### src/vca_pkg.sv
// types and constants shared by the voice channel allocator modules
`default_nettype none

package vca_pkg;

  // beat kinds on the input stream
  localparam logic [1:0] KIND_PLAY   = 2'd0;
  localparam logic [1:0] KIND_STOP   = 2'd1;
  localparam logic [1:0] KIND_FINISH = 2'd2;

  // channels that masks and explicit choices can reach
  localparam int MASK_BITS = 4;

  // stored priority that can never be stolen
  localparam logic [7:0] PRIO_NONE = 8'hFF;

  typedef logic [7:0] prio_t;

  // one input beat, unpacked from tuser and tdata
  typedef struct packed {
    logic [1:0] kind;
    logic [2:0] channel_choice;
    logic [3:0] first_mask;
    logic [3:0] last_mask;
    prio_t      request_priority;
    logic [3:0] stop_mask;
    logic [1:0] finished_channel;
  } item_t;

  // allocation decision for a play request
  typedef struct packed {
    logic       grant;
    logic [1:0] channel;
  } grant_t;

endpackage

`default_nettype wire

### src/vca_pick.sv
// channel choice for a play request: explicit, idle search, or steal
`default_nettype none

module vca_pick #(
  parameter int NUM_CHANNELS = 4
) (
  input  vca_pkg::item_t          item,
  input  logic [3:0]              active,
  input  vca_pkg::prio_t [3:0]    prios,
  output vca_pkg::grant_t         decision
);
  import vca_pkg::*;

  localparam int REACH = (NUM_CHANNELS < MASK_BITS) ? NUM_CHANNELS : MASK_BITS;

  logic [3:0] reach;
  logic [3:0] idle_first;
  logic [3:0] idle_last;
  logic [3:0] steal_set;
  logic       hit_first;
  logic       hit_last;
  logic       hit_steal;
  logic [1:0] ch_first;
  logic [1:0] ch_last;
  logic [1:0] ch_steal;
  prio_t      min_prio;
  logic       explicit;

  // channels that exist below the mask width
  always_comb begin
    for (int j = 0; j < MASK_BITS; j++) begin
      reach[j] = (j < REACH);
    end
  end

  assign explicit   = (item.channel_choice < 3'(REACH));
  assign idle_first = item.first_mask & ~active & reach;
  assign idle_last  = item.last_mask & ~active & reach;
  assign steal_set  = item.last_mask & reach;

  // highest-numbered idle channel in each mask
  always_comb begin
    hit_first = 1'b0;
    hit_last  = 1'b0;
    ch_first  = '0;
    ch_last   = '0;
    for (int j = 0; j < MASK_BITS; j++) begin
      if (idle_first[j]) begin
        hit_first = 1'b1;
        ch_first  = 2'(j);
      end
      if (idle_last[j]) begin
        hit_last = 1'b1;
        ch_last  = 2'(j);
      end
    end
  end

  // lowest-numbered channel holding the minimum priority below PRIO_NONE
  always_comb begin
    hit_steal = 1'b0;
    ch_steal  = '0;
    min_prio  = PRIO_NONE;
    for (int j = 0; j < MASK_BITS; j++) begin
      if (steal_set[j] && (prios[j] < min_prio)) begin
        hit_steal = 1'b1;
        ch_steal  = 2'(j);
        min_prio  = prios[j];
      end
    end
  end

  // final choice in priority order
  always_comb begin
    decision = '0;
    if (item.kind == KIND_PLAY) begin
      if (explicit) begin
        decision.grant   = 1'b1;
        decision.channel = item.channel_choice[1:0];
      end else if (hit_first) begin
        decision.grant   = 1'b1;
        decision.channel = ch_first;
      end else if (hit_last) begin
        decision.grant   = 1'b1;
        decision.channel = ch_last;
      end else if (hit_steal && (item.request_priority >= min_prio)) begin
        decision.grant   = 1'b1;
        decision.channel = ch_steal;
      end
    end
  end

endmodule

`default_nettype wire

### src/voice_channel_allocator.sv
// top level of the voice channel allocator
`default_nettype none

// Takes one beat per cycle while the result register can drain and returns
// one result beat per input beat, through the input register and then the
// result register. The channel state is read and updated in the single step
// between those registers, so back-to-back beats see each other's effects
// with no stall. A beat of kind play gets a channel (explicit, idle in
// first_mask, idle in last_mask, else stolen by lowest priority from
// last_mask); stop and finish beats release channels. Only channels 0..3 are
// reachable by masks and choices; busy_map reports those.

module voice_channel_allocator #(
  parameter int NUM_CHANNELS = 4
) (
  input  logic        clk,
  input  logic        rst,
  input  logic        s_tvalid,
  output logic        s_tready,
  // kind
  input  logic [1:0]  s_tuser,
  // channel_choice[2:0], first_mask[6:3], last_mask[10:7], request_priority[18:11],
  // stop_mask[22:19], finished_channel[24:23], zero pad[31:25]
  input  logic [31:0] s_tdata,
  output logic        m_tvalid,
  input  logic        m_tready,
  // granted
  output logic        m_tuser,
  // granted_channel[1:0], busy_map[5:2], zero pad[7:6]
  output logic [7:0]  m_tdata
);
  import vca_pkg::*;

  logic                    in_valid;
  item_t                   in_item;
  logic                    out_valid;
  logic                    res_granted;
  logic [1:0]              res_channel;
  logic [3:0]              res_busy;
  logic [NUM_CHANNELS-1:0] active;
  logic [NUM_CHANNELS-1:0] active_next;
  prio_t                   prio [NUM_CHANNELS];

  logic                    advance;
  logic                    fire;
  item_t                   s_item;
  logic [NUM_CHANNELS+3:0] active_pad;
  logic [NUM_CHANNELS+3:0] busy_pad;
  logic [NUM_CHANNELS+3:0] stop_pad;
  prio_t                   prio_pad [NUM_CHANNELS+4];
  prio_t [3:0]             prio_view;
  grant_t                  decision;

  // handshake: the result register frees as it drains
  assign advance  = !out_valid || m_tready;
  assign fire     = in_valid && advance;
  assign s_tready = !in_valid || advance;

  assign s_item = '{
    kind:             s_tuser,
    channel_choice:   s_tdata[2:0],
    first_mask:       s_tdata[6:3],
    last_mask:        s_tdata[10:7],
    request_priority: s_tdata[18:11],
    stop_mask:        s_tdata[22:19],
    finished_channel: s_tdata[24:23]
  };

  // input register
  always_ff @(posedge clk) begin
    if (rst) begin
      in_valid <= 1'b0;
    end else if (s_tready) begin
      in_valid <= s_tvalid;
    end
  end

  always_ff @(posedge clk) begin
    if (s_tvalid && s_tready) begin
      in_item <= s_item;
    end
  end

  // four-channel view of the state for the chooser
  assign active_pad = {4'b0, active};
  assign stop_pad   = {{NUM_CHANNELS{1'b0}}, in_item.stop_mask};

  always_comb begin
    for (int k = 0; k < NUM_CHANNELS + 4; k++) begin
      prio_pad[k] = '0;
    end
    for (int k = 0; k < NUM_CHANNELS; k++) begin
      prio_pad[k] = prio[k];
    end
    for (int j = 0; j < MASK_BITS; j++) begin
      prio_view[j] = prio_pad[j];
    end
  end

  vca_pick #(
    .NUM_CHANNELS(NUM_CHANNELS)
  ) u_pick (
    .item     (in_item),
    .active   (active_pad[3:0]),
    .prios    (prio_view),
    .decision (decision)
  );

  // busy state after this beat
  always_comb begin
    active_next = active;
    for (int i = 0; i < NUM_CHANNELS; i++) begin
      case (in_item.kind)
        KIND_PLAY: begin
          if (decision.grant && (int'(decision.channel) == i)) begin
            active_next[i] = 1'b1;
          end
        end
        KIND_STOP: begin
          if (stop_pad[i]) begin
            active_next[i] = 1'b0;
          end
        end
        KIND_FINISH: begin
          if (int'(in_item.finished_channel) == i) begin
            active_next[i] = 1'b0;
          end
        end
        default: begin
        end
      endcase
    end
  end

  // busy map as seen on the four reachable channels
  assign busy_pad = {4'b0, active_next};

  // channel state
  always_ff @(posedge clk) begin
    if (rst) begin
      active <= '0;
      for (int i = 0; i < NUM_CHANNELS; i++) begin
        prio[i] <= '0;
      end
    end else if (fire) begin
      active <= active_next;
      for (int i = 0; i < NUM_CHANNELS; i++) begin
        if (decision.grant && (int'(decision.channel) == i)) begin
          prio[i] <= in_item.request_priority;
        end
      end
    end
  end

  // result register
  always_ff @(posedge clk) begin
    if (rst) begin
      out_valid <= 1'b0;
    end else if (advance) begin
      out_valid <= in_valid;
    end
  end

  always_ff @(posedge clk) begin
    if (fire) begin
      res_granted <= decision.grant;
      res_channel <= decision.channel;
      res_busy    <= busy_pad[3:0];
    end
  end

  assign m_tvalid = out_valid;
  assign m_tuser  = res_granted;
  assign m_tdata  = {2'b0, res_busy, res_channel};

  // a granted channel shows as busy in the same beat
  a_grant_busy: assert property (@(posedge clk) disable iff (rst)
    out_valid && res_granted |-> res_busy[res_channel])
    else $error("granted channel not marked busy");

  // stop, finish and unused-kind beats never grant
  a_no_grant: assert property (@(posedge clk) disable iff (rst)
    fire && (in_item.kind != KIND_PLAY) |=> !res_granted)
    else $error("grant on a non-play beat");

  // stopped channels are idle afterwards
  a_stop_clears: assert property (@(posedge clk) disable iff (rst)
    fire && (in_item.kind == KIND_STOP) |=>
      ((active_pad[3:0] & $past(in_item.stop_mask)) == 4'b0))
    else $error("stopped channel still busy");

  // an empty result register never holds off the input
  a_ready: assert property (@(posedge clk) disable iff (rst)
    !out_valid |-> s_tready)
    else $error("input stalled with empty result register");

endmodule

`default_nettype wire

### config.mk
export PLATFORM = sky130hd
export DESIGN_NAME = voice_channel_allocator
export DESIGN_NICKNAME = d
export VERILOG_FILES = /design/src/vca_pkg.sv /design/src/vca_pick.sv /design/src/voice_channel_allocator.sv
export SDC_FILE = /design/constraint.sdc
export NUM_CORES = 1
export LEC_CHECK = 0
export ABC_AREA = 1
export BUFFER_PORTS_ARGS = -buffer_cell sky130_fd_sc_hd__buf_2
export CORE_MARGIN = 2
export CORE_UTILIZATION = 45
export CTS_BUF_LIST = sky130_fd_sc_hd__clkbuf_4 sky130_fd_sc_hd__clkbuf_8
export DETAILED_ROUTE_END_ITERATION = 10
export GPL_TIMING_DRIVEN = 1
export MAX_ROUTING_LAYER = met4
export PLACE_DENSITY = 0.72
export SLEW_MARGIN = 30
export SYNTH_ARGS = -nofsm -noshare
export SYNTH_HDL_FRONTEND = slang
export SYNTH_SLANG_ARGS = --single-unit
### constraint.sdc
create_clock -name clk -period 7.16 [get_ports clk]
set_input_delay 1.074 -clock clk [delete_from_list [all_inputs] [get_ports clk]]
set_output_delay 1.074 -clock clk [all_outputs]
set_load 0.01 [all_outputs]
==> impl_metrics.toml <==
[run_status]
status = "finished clean"

[yosys]
yosys.area.top_type = "edfxtp_1"
ys_types = 30
netlist_instances = 415
yosysMostFrequentCell = "nand2_1"
syn_avg_cell_area_um2 = 9.48
synth-edff-count = 66
synth_top_area_share_pct = 50.4
synth_xor_area_share_pct = 0
yosys.area_share.simple_pct = 24.9
synthMuxAreaShare_pct = 0
netlist_area_mm2 = 0.00393
synth_area_leaders = "edfxtp_1, nand2_1, ha_1, nor2_1, inv_1"
synth-seq-area-share_pct = 53.5
synth_fa_ha_area_share_pct = 7.95
synth_compound_area_share_pct = 8.15
yosys_register_bits = 72
synth_top_family_by_area = "simple AND/OR/NAND/NOR gates"
ys_warn_count = 0
synth_common_cells = "nand2_1, edfxtp_1, nor2_1"
synth_flop_cell = "edfxtp_1"
postSynth.asyncResetShare_pct = 0

[grt]
grt_pass1_vias = 3149
grt_usage_pct = 19.5
overflow = 0
antenna_found_initial = 0
grt_max_degree = 28
grt_first_pass_wirelength_mm = 14.3

[sta]
worst_pin_slew_ns = 0.634
setup_violations = 0
period_minus_slack_ns = 6.99
max_slew_margin_pct = 57.5
max_freq_mhz = 143
fin_crit_sh_pct = 97.6
fin_skew_ns = 0.0105
hold_viol = 0
slew_viol_final = 0
fin_ws_ns = 0.170

[routing]
wl_met3_um = 311
met2WireLength_mm = 5.05
vias = 3175
drt_iter0_markers = 188
wire_per_inst_um = 14.8
drtPass1Iterations = 4
wirelength_mm = 9.18
vias_per_cell = 5.12
drtAntennaViolNets = 0
drc_errors = 0
met1_length_mm = 3.51
routed.top_layer = "met4"

[clocking]
cts-root-buf = "clkbuf_8"
cts.reportedPaths.clkPinSlew_ns = 0.07
cts_tree = "built"
cts_buffers = 9
clk_latency_ns = 0.36
clkSinkCount = 72
clk_path_buf_depth = 2
cts-htree-levels = 3

[setup_path]
worstSetupPathType = "register to register"
cp_slowest_cell = "edfxtp_1"
slowest_delay_ns = 0.45
arrival_ns = 7.07
cp_common_cell = "nand2_1"
regToRegStartpoint = "prio[0][7]$_SDFFCE_PN0P_"
critPathRequiredTime_ns = 7.24
critPathMaxFanout = 8
setup.worst_path.start = "prio[0][7]$_SDFFCE_PN0P_"
reg2reg_depth = 52
worstSetupStartpointType = "register"
cp-end-kind = "register"

[hold_path]
whs_path_depth = 2
min_from = "m_tvalid$_SDFFE_PP0P_"
hold_path.class = "register to register"

[placed_design]
place_ws_ns = -0.127
io_buffers = 39
place_hpwl_mm = 6.42
gp_congestion = 0.814

[floorplan]
die_w_um = 97.5
rows = 34
die-area_mm2 = 0.00950
pin_count = 49
start_util_pct = 45.8
die-height_um = 97.5
core_mm2 = 0.00859

[cells_and_area]
nNetsFinal = 570
antenna_cells = 0
fill_cells = 684
layout-drive-gt1-share_pct = 33.4
syn_to_final_growth_pct = 31.3

[power_and_ir_drop]
power_w = 0.00112
p_per_area_mw_per_mm2 = 217
leakagePower_nw = 2.34
vdd_ir_drop_max_uv = 141

[job]
cap_violations = 0
placed cells by master, fill, tap and decap left out, drive strengths merged:
cell type / netlist / routed
a21boi: 1 / 1
a21oi: 8 / 8
a31oi: 5 / 5
and3: 1 / 1
buf: 2 / 84
bufinv: 0 / 3
clkbuf: 3 / 12
clkinv: 1 / 2
clkinvlp: 0 / 1
conb: 1 / 2
dfxtp: 6 / 6
edfxtp: 66 / 66
ha: 25 / 25
inv: 49 / 49
nand2: 121 / 121
nand3: 24 / 24
nand3b: 1 / 1
nand4: 8 / 8
nor2: 53 / 53
o21a: 7 / 7
o21ai: 27 / 27
o21bai: 1 / 1
o221ai: 4 / 4
or2: 1 / 1
final cells by class:
type | instances | area [µm²] | area share [%]
flip-flops and latches | 72 | 2100 | 40.7
multi-input cells | 289 | 1880 | 36.4
repair buffers | 85 | 602 | 11.7
inverters | 50 | 190 | 3.68
clock buffers | 11 | 151 | 2.93
well taps | 108 | 135 | 2.62
clock inverters | 5 | 103 | 1.99
per-stage QoR:
step / util (%) / area [µm²] / hold slack, ns / cells / TNS (ns)
after floorplan: - / 3970 / 0.515 / 416 / 0
after global placement: 53.0 / 4550 / 0.491 / 590 / 0
after detailed placement: 53.0 / 4550 / 0.516 / 590 / -1.35
after CTS: 56.0 / 4810 / 0.527 / 606 / 0
after global routing: 60.1 / 5160 / 0.546 / 620 / -8.56
final: 60.1 / 5160 / 0.527 / 620 / 0
worst max-delay path: cells and delay by family (launching register included):
kind / cells / cell delay (ns)
AND/OR/NAND/NOR: 27 / 2.22
AO/OA/AOI/OAI: 14 / 2.13
adder cells (fa/ha/maj): 4 / 0.98
buffers and inverters: 7 / 0.92
flip-flops: 1 / 0.45
layer usage:
layer  global-route usage, %  vias to the layer above
li1                        -                     1589
met1                    20.9                     1478
met2                    35.2                       83
met3                    3.67                       25
met4                    8.44                        0
met5                       -                        -
path summary, 6_finish.rpt:
check | endpoint | slack (ns)
min | m_tvalid$_SDFFE_PP0P_ | 0.53
max reg2reg | prio[1][3]$_SDFFCE_PN0P_ | 0.17
min reg2reg | m_tvalid$_SDFFE_PP0P_ | 0.53
max | prio[1][3]$_SDFFCE_PN0P_ | 0.17
flip-flops by register name, summed over array words and instances, names as in the netlist:
register and flops:
m_tvalid 1, in_valid 1, prio 32, active 4, res_channel 2, in_item 27
res_busy 4, m_tuser 1
report_power, final:
| group | leakage (nW) | internal [W] | switching [W] | total (W) |
|---|---|---|---|---|
| clock network | 0.126 | 0.000250 | 0.000151 | 0.000401 |
| logic | 1.50 | 0.0000987 | 0.000126 | 0.000225 |
| registers | 0.715 | 0.000482 | 0.0000125 | 0.000495 |
| total | 2.34 | 0.000831 | 0.000290 | 0.00112 |
what timing repair did:
item | CTS | global route
resized for setup | 5 | 65
hold buffers | 0 | 0
pin swaps | 1 | 29
buffers inserted | 0 | 14
endpoints found under the hold margin | 0 | 0
setup endpoints to repair | 40 | 73
cell families after synthesis:
group	after synthesis
AO/OA/AOI/OAI	53
AND/OR/NAND/NOR	209
other	1
flip-flops	72
buffers and inverters	55
adder cells (fa/ha/maj)	25
Power figures use the tool's default switching activity.
